$ cat config.mk
export PLATFORM = sky130hd
export DESIGN_NAME = mdio_management_frame_master_unit
export DESIGN_NICKNAME = d
export VERILOG_FILES = /design/src/mdio_pkg.sv /design/src/mdio_frame_core.sv /design/src/mdio_management_frame_master_unit.sv
export SDC_FILE = /design/constraint.sdc
export NUM_CORES = 1
export LEC_CHECK = 0
export ABC_AREA = 1
export ABC_CLOCK_PERIOD_IN_PS = 4600
export BUFFER_PORTS_ARGS = -buffer_cell sky130_fd_sc_hd__buf_4
export CAP_MARGIN = 0
export CORE_AREA = 2 2 108 110
export DETAILED_ROUTE_END_ITERATION = 8
export DIE_AREA = 0 0 110 112
export PLACE_DENSITY_LB_ADDON = 0.1
export SYNTH_ARGS = -nofsm -noshare
export SYNTH_HDL_FRONTEND = slang
export SYNTH_SLANG_ARGS = --single-unit
$ cat constraint.sdc
create_clock -name clk -period 4.6 [get_ports clk]
set_input_delay 0.23 -clock clk [delete_from_list [all_inputs] [get_ports clk]]
set_output_delay 0.23 -clock clk [all_outputs]
set_load 0.1 [all_outputs]
$ cat src/mdio_pkg.sv
// shared types and constants for the mdio management frame master
package mdio_pkg;

  localparam int unsigned PreLenW  = 6;
  localparam int unsigned TaW      = 2;
  localparam int unsigned CntW     = 6;
  localparam int unsigned AddrW    = 5;
  localparam int unsigned DataW    = 16;
  localparam int unsigned ShiftW   = 32;
  localparam int unsigned CfgIdxW  = 2;
  localparam int unsigned CfgDataW = 6;
  localparam int unsigned InTdataW  = 32;
  localparam int unsigned OutTdataW = 24;

  localparam logic [PreLenW-1:0] PreLenReset = 6'd32;
  localparam logic [TaW-1:0]     TaReset     = 2'd1;

  typedef enum logic [1:0] {
    REQ_READ  = 2'd0,
    REQ_WRITE = 2'd1,
    REQ_TICK  = 2'd2,
    REQ_NONE  = 2'd3
  } req_t;

  typedef enum logic [CfgIdxW-1:0] {
    CFG_PREAMBLE_LENGTH = 2'd0,
    CFG_READ_TURNAROUND = 2'd1
  } cfg_idx_t;

  typedef struct packed {
    logic [1:0]       req_type;
    logic [AddrW-1:0] phy_addr;
    logic [AddrW-1:0] reg_addr;
    logic [DataW-1:0] write_data;
    logic             mdi_sample;
  } in_item_t;

  typedef struct packed {
    logic             mdc_level;
    logic             mdo_level;
    logic             input_mode;
    logic             busy_res;
    logic             done_res;
    logic [DataW-1:0] read_data;
  } res_t;

endpackage

$ cat src/mdio_frame_core.sv
// frame sequencer: phase, counters, shift registers and line levels
module mdio_frame_core (
  input  logic                          clk,
  input  logic                          rst_n,
  input  logic                          step_en,
  input  mdio_pkg::in_item_t            item,
  input  logic [mdio_pkg::PreLenW-1:0]  preamble_length,
  input  logic [mdio_pkg::TaW-1:0]      read_turnaround_clocks,
  output mdio_pkg::res_t                res_nxt
);
  import mdio_pkg::*;

  typedef enum logic [4:0] {
    PH_IDLE = 5'b00001,
    PH_PRE  = 5'b00010,
    PH_HDR  = 5'b00100,
    PH_TA   = 5'b01000,
    PH_DATA = 5'b10000
  } phase_t;

  typedef struct packed {
    phase_t          phase;
    logic [CntW-1:0] cnt;
  } entry_t;

  phase_t            phase_r, phase_nxt;
  logic [CntW-1:0]   cnt_r, cnt_nxt;
  logic              half_r, half_nxt;
  logic [ShiftW-1:0] oshift_r, oshift_nxt;
  logic [DataW-1:0]  ishift_r, ishift_nxt;
  logic              is_write_r, is_write_nxt;
  logic              mdc_r, mdc_nxt;
  logic              mdo_r, mdo_nxt;
  logic              dir_in_r, dir_in_nxt;
  logic [DataW-1:0]  last_read_r, last_read_nxt;

  function automatic entry_t enter_hdr(input logic wr);
    entry_t e;
    e.phase = PH_HDR;
    e.cnt   = wr ? CntW'(32) : CntW'(14);
    return e;
  endfunction

  function automatic entry_t enter_pre(input logic wr, input logic [PreLenW-1:0] len);
    entry_t          e;
    logic [CntW-1:0] n;
    n = (len >= PreLenW'(33)) ? CntW'(len - PreLenW'(33)) : CntW'(len);
    if (n != '0) begin
      e.phase = PH_PRE;
      e.cnt   = n;
    end else begin
      e = enter_hdr(wr);
    end
    return e;
  endfunction

  function automatic entry_t enter_ta(input logic [TaW-1:0] ta);
    entry_t e;
    if (ta != '0) begin
      e.phase = PH_TA;
      e.cnt   = CntW'(ta);
    end else begin
      e.phase = PH_DATA;
      e.cnt   = CntW'(16);
    end
    return e;
  endfunction

  always_comb begin
    entry_t          ent;
    logic [CntW-1:0] cnt_dec;
    phase_nxt     = phase_r;
    cnt_nxt       = cnt_r;
    half_nxt      = half_r;
    oshift_nxt    = oshift_r;
    ishift_nxt    = ishift_r;
    is_write_nxt  = is_write_r;
    mdc_nxt       = mdc_r;
    mdo_nxt       = mdo_r;
    dir_in_nxt    = dir_in_r;
    last_read_nxt = last_read_r;
    res_nxt.done_res = 1'b0;
    ent     = '{phase: PH_DATA, cnt: CntW'(16)};
    cnt_dec = (cnt_r != '0) ? cnt_r - CntW'(1) : cnt_r;

    if ((item.req_type == REQ_READ || item.req_type == REQ_WRITE) && phase_r == PH_IDLE) begin
      is_write_nxt = item.req_type[0];
      if (item.req_type[0]) begin
        oshift_nxt = {2'b01, 2'b01, item.phy_addr, item.reg_addr, 2'b10, item.write_data};
      end else begin
        oshift_nxt = {2'b01, 2'b10, item.phy_addr, item.reg_addr, 18'd0};
      end
      ishift_nxt = '0;
      half_nxt   = 1'b0;
      ent        = enter_pre(item.req_type[0], preamble_length);
      phase_nxt  = ent.phase;
      cnt_nxt    = ent.cnt;
    end else if (item.req_type == REQ_TICK && phase_r != PH_IDLE) begin
      if (!half_r) begin
        mdc_nxt  = 1'b0;
        half_nxt = 1'b1;
        if (phase_r == PH_PRE) begin
          mdo_nxt    = 1'b1;
          dir_in_nxt = 1'b0;
        end else if (phase_r == PH_HDR) begin
          mdo_nxt    = oshift_r[ShiftW-1];
          dir_in_nxt = 1'b0;
        end else begin
          mdo_nxt    = 1'b0;
          dir_in_nxt = 1'b1;
        end
      end else begin
        mdc_nxt  = 1'b1;
        half_nxt = 1'b0;
        if (phase_r == PH_DATA) begin
          ishift_nxt = {ishift_r[DataW-2:0], item.mdi_sample};
        end else if (phase_r == PH_HDR) begin
          oshift_nxt = {oshift_r[ShiftW-2:0], 1'b0};
        end
        cnt_nxt = cnt_dec;
        if (cnt_dec == '0) begin
          if (phase_r == PH_PRE) begin
            ent       = enter_hdr(is_write_r);
            phase_nxt = ent.phase;
            cnt_nxt   = ent.cnt;
          end else if (phase_r == PH_HDR && !is_write_r) begin
            ent       = enter_ta(read_turnaround_clocks);
            phase_nxt = ent.phase;
            cnt_nxt   = ent.cnt;
          end else if (phase_r == PH_TA) begin
            phase_nxt = PH_DATA;
            cnt_nxt   = CntW'(16);
          end else begin
            if (phase_r == PH_DATA) begin
              last_read_nxt = ishift_nxt;
            end
            phase_nxt        = PH_IDLE;
            mdc_nxt          = 1'b1;
            mdo_nxt          = 1'b0;
            dir_in_nxt       = 1'b1;
            res_nxt.done_res = 1'b1;
          end
        end
      end
    end

    res_nxt.mdc_level  = mdc_nxt;
    res_nxt.mdo_level  = mdo_nxt;
    res_nxt.input_mode = dir_in_nxt;
    res_nxt.busy_res   = (phase_nxt != PH_IDLE);
    res_nxt.read_data  = last_read_nxt;
  end

  always_ff @(posedge clk) begin
    if (!rst_n) begin
      phase_r     <= PH_IDLE;
      cnt_r       <= '0;
      half_r      <= 1'b0;
      oshift_r    <= '0;
      ishift_r    <= '0;
      is_write_r  <= 1'b0;
      mdc_r       <= 1'b1;
      mdo_r       <= 1'b0;
      dir_in_r    <= 1'b1;
      last_read_r <= '0;
    end else if (step_en) begin
      phase_r     <= phase_nxt;
      cnt_r       <= cnt_nxt;
      half_r      <= half_nxt;
      oshift_r    <= oshift_nxt;
      ishift_r    <= ishift_nxt;
      is_write_r  <= is_write_nxt;
      mdc_r       <= mdc_nxt;
      mdo_r       <= mdo_nxt;
      dir_in_r    <= dir_in_nxt;
      last_read_r <= last_read_nxt;
    end
  end

endmodule

$ cat src/mdio_management_frame_master_unit.sv
// top level: stream handshake, input and result registers, configuration registers
//
// Clause-22 MDIO management master driven by a stream of items. A read or write
// request loads a frame while idle (requests while busy are ignored), and each
// half-period tick item moves MDC/MDO by half a clock period; every item returns
// exactly one result beat with the line levels, the busy flag, the data of the last
// completed read and tlast on the beat that finishes a frame. The block takes one
// item per cycle; the result beat is offered in the cycle after the clock edge that
// moves the item out of the input register into the result register, and the input
// stalls only while a result waits for out_tready. Configuration writes (index 0
// preamble length, index 1 read turnaround clocks) are taken in any cycle and must
// be made only while no beat is in flight; a new preamble length applies from the
// next request, a new turnaround from the next turnaround.
module mdio_management_frame_master_unit (
  input  logic                            clk,
  input  logic                            rst_n,
  input  logic                            in_tvalid,
  output logic                            in_tready,
  // phy_addr[4:0], reg_addr[9:5], write_data[25:10], mdi_sample[26], zero fill
  input  logic [mdio_pkg::InTdataW-1:0]   in_tdata,
  // req_type[1:0]
  input  logic [1:0]                      in_tuser,
  output logic                            out_tvalid,
  input  logic                            out_tready,
  // mdc_level[0], mdo_level[1], input_mode[2], busy_res[3], read_data[19:4],
  // zero fill
  output logic [mdio_pkg::OutTdataW-1:0]  out_tdata,
  output logic                            out_tlast,
  input  logic                            cfg_valid,
  output logic                            cfg_ready,
  input  logic [mdio_pkg::CfgIdxW-1:0]    cfg_index,
  input  logic [mdio_pkg::CfgDataW-1:0]   cfg_data
);
  import mdio_pkg::*;

  logic                 s1_valid_r;
  in_item_t             s1_item_r;
  logic                 out_valid_r;
  res_t                 out_res_r;
  res_t                 res_nxt;
  logic                 advance;
  logic [PreLenW-1:0]   pre_len_r;
  logic [TaW-1:0]       ta_r;

  assign advance   = s1_valid_r && (!out_valid_r || out_tready);
  assign in_tready = !s1_valid_r || advance;
  assign cfg_ready = 1'b1;

  always_ff @(posedge clk) begin
    if (!rst_n) begin
      s1_valid_r <= 1'b0;
    end else if (in_tready) begin
      s1_valid_r <= in_tvalid;
    end
  end

  always_ff @(posedge clk) begin
    if (in_tvalid && in_tready) begin
      s1_item_r.req_type   <= in_tuser;
      s1_item_r.phy_addr   <= in_tdata[4:0];
      s1_item_r.reg_addr   <= in_tdata[9:5];
      s1_item_r.write_data <= in_tdata[25:10];
      s1_item_r.mdi_sample <= in_tdata[26];
    end
  end

  always_ff @(posedge clk) begin
    if (!rst_n) begin
      out_valid_r <= 1'b0;
    end else if (advance) begin
      out_valid_r <= 1'b1;
    end else if (out_tready) begin
      out_valid_r <= 1'b0;
    end
  end

  always_ff @(posedge clk) begin
    if (advance) begin
      out_res_r <= res_nxt;
    end
  end

  always_ff @(posedge clk) begin
    if (!rst_n) begin
      pre_len_r <= PreLenReset;
      ta_r      <= TaReset;
    end else if (cfg_valid && cfg_ready) begin
      case (cfg_index)
        CFG_PREAMBLE_LENGTH: pre_len_r <= cfg_data[PreLenW-1:0];
        CFG_READ_TURNAROUND: ta_r      <= cfg_data[TaW-1:0];
        default: ;
      endcase
    end
  end

  mdio_frame_core u_core (
    .clk                    (clk),
    .rst_n                  (rst_n),
    .step_en                (advance),
    .item                   (s1_item_r),
    .preamble_length        (pre_len_r),
    .read_turnaround_clocks (ta_r),
    .res_nxt                (res_nxt)
  );

  assign out_tvalid = out_valid_r;
  assign out_tdata  = {4'b0000, out_res_r.read_data, out_res_r.busy_res,
                       out_res_r.input_mode, out_res_r.mdo_level, out_res_r.mdc_level};
  assign out_tlast  = out_res_r.done_res;

endmodule

==> results.sh <==
export IMPL_p_int_mw=2.22
export IMPL_reg2reg_from="u_core.phase_r[3]"
export IMPL_stdcell_area_mm2=0.00785
export IMPL_regArea_mm2=0.00328
export IMPL_final_hold_violation_count=0
export IMPL_yosysWarningCount=0
export IMPL_grt_antenna_before_repair=0
export IMPL_floorplan_initialDensity=0.582
export IMPL_post_dp_cell_area_mm2=0.00700
export IMPL_power_share_clock=0.406
export IMPL_critical_path_slowest_cell="buf_4"
export IMPL_worstPathArrival_ns=3.11
export IMPL_status="complete, no violations"
export IMPL_min_period_ns=2.83
export IMPL_power_mw=3.09
export IMPL_antenna_cells=0
export IMPL_leakagePower_nw=3.38
export IMPL_crit_start="u_core.phase_r[3]"
export IMPL_ant_nets=0
export IMPL_coreArea_mm2=0.0112
export IMPL_grt_ovfl_total=0
export IMPL_fin_tns_setup_ns=0
export IMPL_cts_tree="yes"
export IMPL_hold_class="primary input to flop"
export IMPL_r2r_slack_ns=1.77
export IMPL_r2r_end="u_core.oshift_r[7]"
export IMPL_max_clock_freq_mhz=354
export IMPL_clock_sinks=139
export IMPL_netlist_top_cells_area="dfxtp_1, edfxtp_1, nand2_1, o21ai_0, inv_1"
export IMPL_dp_cells=985
export IMPL_ys_seq_area_frac=0.505
export IMPL_cts_setup_buffers=0
export IMPL_final_cell_mix="nand2_1, inv_1, dfxtp_1"
export IMPL_ys_types=40
export IMPL_rsz0062_at_grt="no"
export IMPL_drv_cap=0
export IMPL_drc_errors=0
export IMPL_p_sw_mw=0.867
export IMPL_syn_area_mm2=0.00650
export IMPL_drive_gt1_frac=0.138
export IMPL_ys_ff_latch=139
export IMPL_routabilityCongestion=0.918
export IMPL_p_sw_frac=0.281
export IMPL_endpoint_kind="flop"
export IMPL_clock_root_buffer="clkbuf_16"
export IMPL_maxSlewHeadroom=0.261
export IMPL_r2r_cells=10
export IMPL_syn_inst=814
export IMPL_die_area_mm2=0.0123
export IMPL_crit_fanout=58
export IMPL_grt_pass1_vias=5347
export IMPL_totalWireLength_um=14100
export IMPL_setup_violations=0
export IMPL_yosysTopAreaCell="dfxtp_1"
export IMPL_dp_hpwl_um=8730
export IMPL_grt_pass1_wl_um=24000
export IMPL_required_ns=4.89
export IMPL_yosysTopAreaCellShare=0.274
export IMPL_syn_to_final_growth_pct=20.6
export IMPL_nets=941
export IMPL_final_common_cell="nand2_1"
export IMPL_cts_buffers=17
export IMPL_drt_iter0_drc=315
export IMPL_rows=39
export IMPL_worst_slew_pin_slew_ns=1.11
export IMPL_avgSynthCellArea_um2=7.99
export IMPL_drv_slew=0
export IMPL_clkLatencyLatePin_ns=0.42
export IMPL_via_per_inst=5.35
export IMPL_fillerInstances=885
export IMPL_die_height_um=112
export IMPL_worst_setup_path_type="flop to flop"
export IMPL_slowest_delay_ns=0.45
export IMPL_grtUsageTotal=0.247
export IMPL_crit_path_end="u_core.oshift_r[7]"
export IMPL_wire_per_inst_um=13.5
export IMPL_dieWidth_um=110
export IMPL_pre_cts_slack_ns=1.90
export IMPL_port_buffers=64
export IMPL_grt_max_degree=64
export IMPL_p_per_area_mw_per_mm2=394
export IMPL_start_kind="flop"
export IMPL_clock_path_buffers=2
export IMPL_comb_power_share=0.154
export IMPL_multi_input_area_mm2=0.00263
export IMPL_fin_ws_ns=1.77
export IMPL_fin_cells=1046
export IMPL_ir_drop_v=0.000300
export IMPL_min_period_over_period=0.615
export IMPL_seqPwrFrac=0.440
export IMPL_firstDrtPassIters=5
export IMPL_fin_skew_ns=0.00974
export IMPL_clk_pin_slew_ns=0.06
export IMPL_ctsHtreeMaxLevel=4
export IMPL_io_pin_count=75
export IMPL_worstPathCellList="nor2_2, nand4_2, nor2_4, buf_4, inv_2, nand2_1, nand2_1, buf_4, o21ai_0, a21oi_1"
export IMPL_vias=5601
## critical path: cells and delay by family (launching register included)
kind                   cells  cell delay, ns
AO/OA/AOI/OAI              2            0.37
flip-flops                 1            0.35
buffers and inverters      3            1.06
AND/OR/NAND/NOR            5            0.87
## area by class of cell
class	instances	share of cell area
multi-input combinational	527	0.335
sequential	139	0.418
clock inverter	10	0.00845
tap	143	0.0228
inverter	108	0.0517
clock buffer	22	0.0619
timing repair buffer	97	0.102
## how the worst min path moves through the flow
stage | from | endpoint | slack (ns) | depth (start not counted)
after floorplan | in_tdata[26] | s1_item_r[0] | 0.33 | 0
after global placement | in_tdata[6] | s1_item_r[18] | 0.41 | 1
after detailed placement | in_tdata[19] | s1_item_r[10] | 0.41 | 1
after CTS | cfg_data[5] | pre_len_r[5] | 0.01 | 3
after global routing | cfg_data[5] | pre_len_r[5] | 0.04 | 3
final | cfg_data[5] | pre_len_r[5] | 0.03 | 3
## state kept, by name, summed over array words and instances, names as in the netlist, 2 cells and up
| name | cells |
|---|---|
| u_core.last_read_r | 16 |
| u_core.ishift_r | 15 |
| out_tdata | 20 |
| u_core.cnt_r | 6 |
| u_core.oshift_r | 32 |
| ta_r | 2 |
| s1_item_r | 29 |
| u_core.phase_r | 5 |
| pre_len_r | 6 |
## Yosys cell counts
master / number
or2_2: 1
nand2_2: 10
nand3_1: 59
o21bai_1: 15
buf_2: 7
o22ai_1: 1
nand2_1: 147
buf_6: 1
ha_1: 4
nand4_1: 42
nand3_4: 2
nor3_1: 2
nor2_4: 3
nand2_4: 1
xor2_1: 2
nand3b_1: 3
conb_1: 2
edfxtp_1: 50
nor2_8: 1
o21ai_1: 4
buf_4: 6
inv_1: 102
o21ai_0: 80
o31ai_1: 1
nand3_2: 2
nand4_2: 1
nor2_1: 79
clkbuf_1: 26
inv_2: 3
o21bai_4: 1
o21a_1: 1
o211ai_1: 5
a21oi_1: 48
clkinv_1: 3
buf_1: 3
dfxtp_1: 89
nor2_2: 3
o32ai_1: 1
a31oi_1: 1
a22oi_1: 2
## cells by family after synthesis
family          share of synthesized area
other cells                       0.00115
simple gates                        0.255
compound gates                      0.135
buf+inv                            0.0931
fa+ha+maj                         0.00770
flops                               0.505
xor+xnor                          0.00269
## metal layers
layer | GRT usage | share of wire | vias up | wire length, um
met5 | 0 | 0 | - | 0
met4 | 0.0979 | 0.017 | 0 | 244
met3 | 0.0585 | 0.053 | 24 | 746
met2 | 0.409 | 0.49 | 172 | 6910
met1 | 0.307 | 0.44 | 2554 | 6210
li1 | - | - | 2851 | -
## power by group through the flow
stage                     clock, mW  combinational [mW]  sequential [mW]
after floorplan                   0               0.284             1.45
after global placement            0               0.441             1.38
after detailed placement          0               0.451             1.39
after CTS                      1.27               0.473             1.36
after global routing           1.33               0.528             1.37
final                          1.26               0.476             1.36
## stage by stage
step	hold slack, ns	util
6_report	0.0315	0.702
5_1_grt	0.0400	0.702
4_1_cts	0.0141	0.702
3_5_place_dp	0.409	0.627
3_3_place_gp	0.408	0.627
2_1_floorplan	0.329	-
## what timing repair did
action,4_1_cts,5_1_grt
hold endpoints to repair,29,0
resized for setup,0,0
hold buffers,29,0
Power figures use the tool's default switching activity.
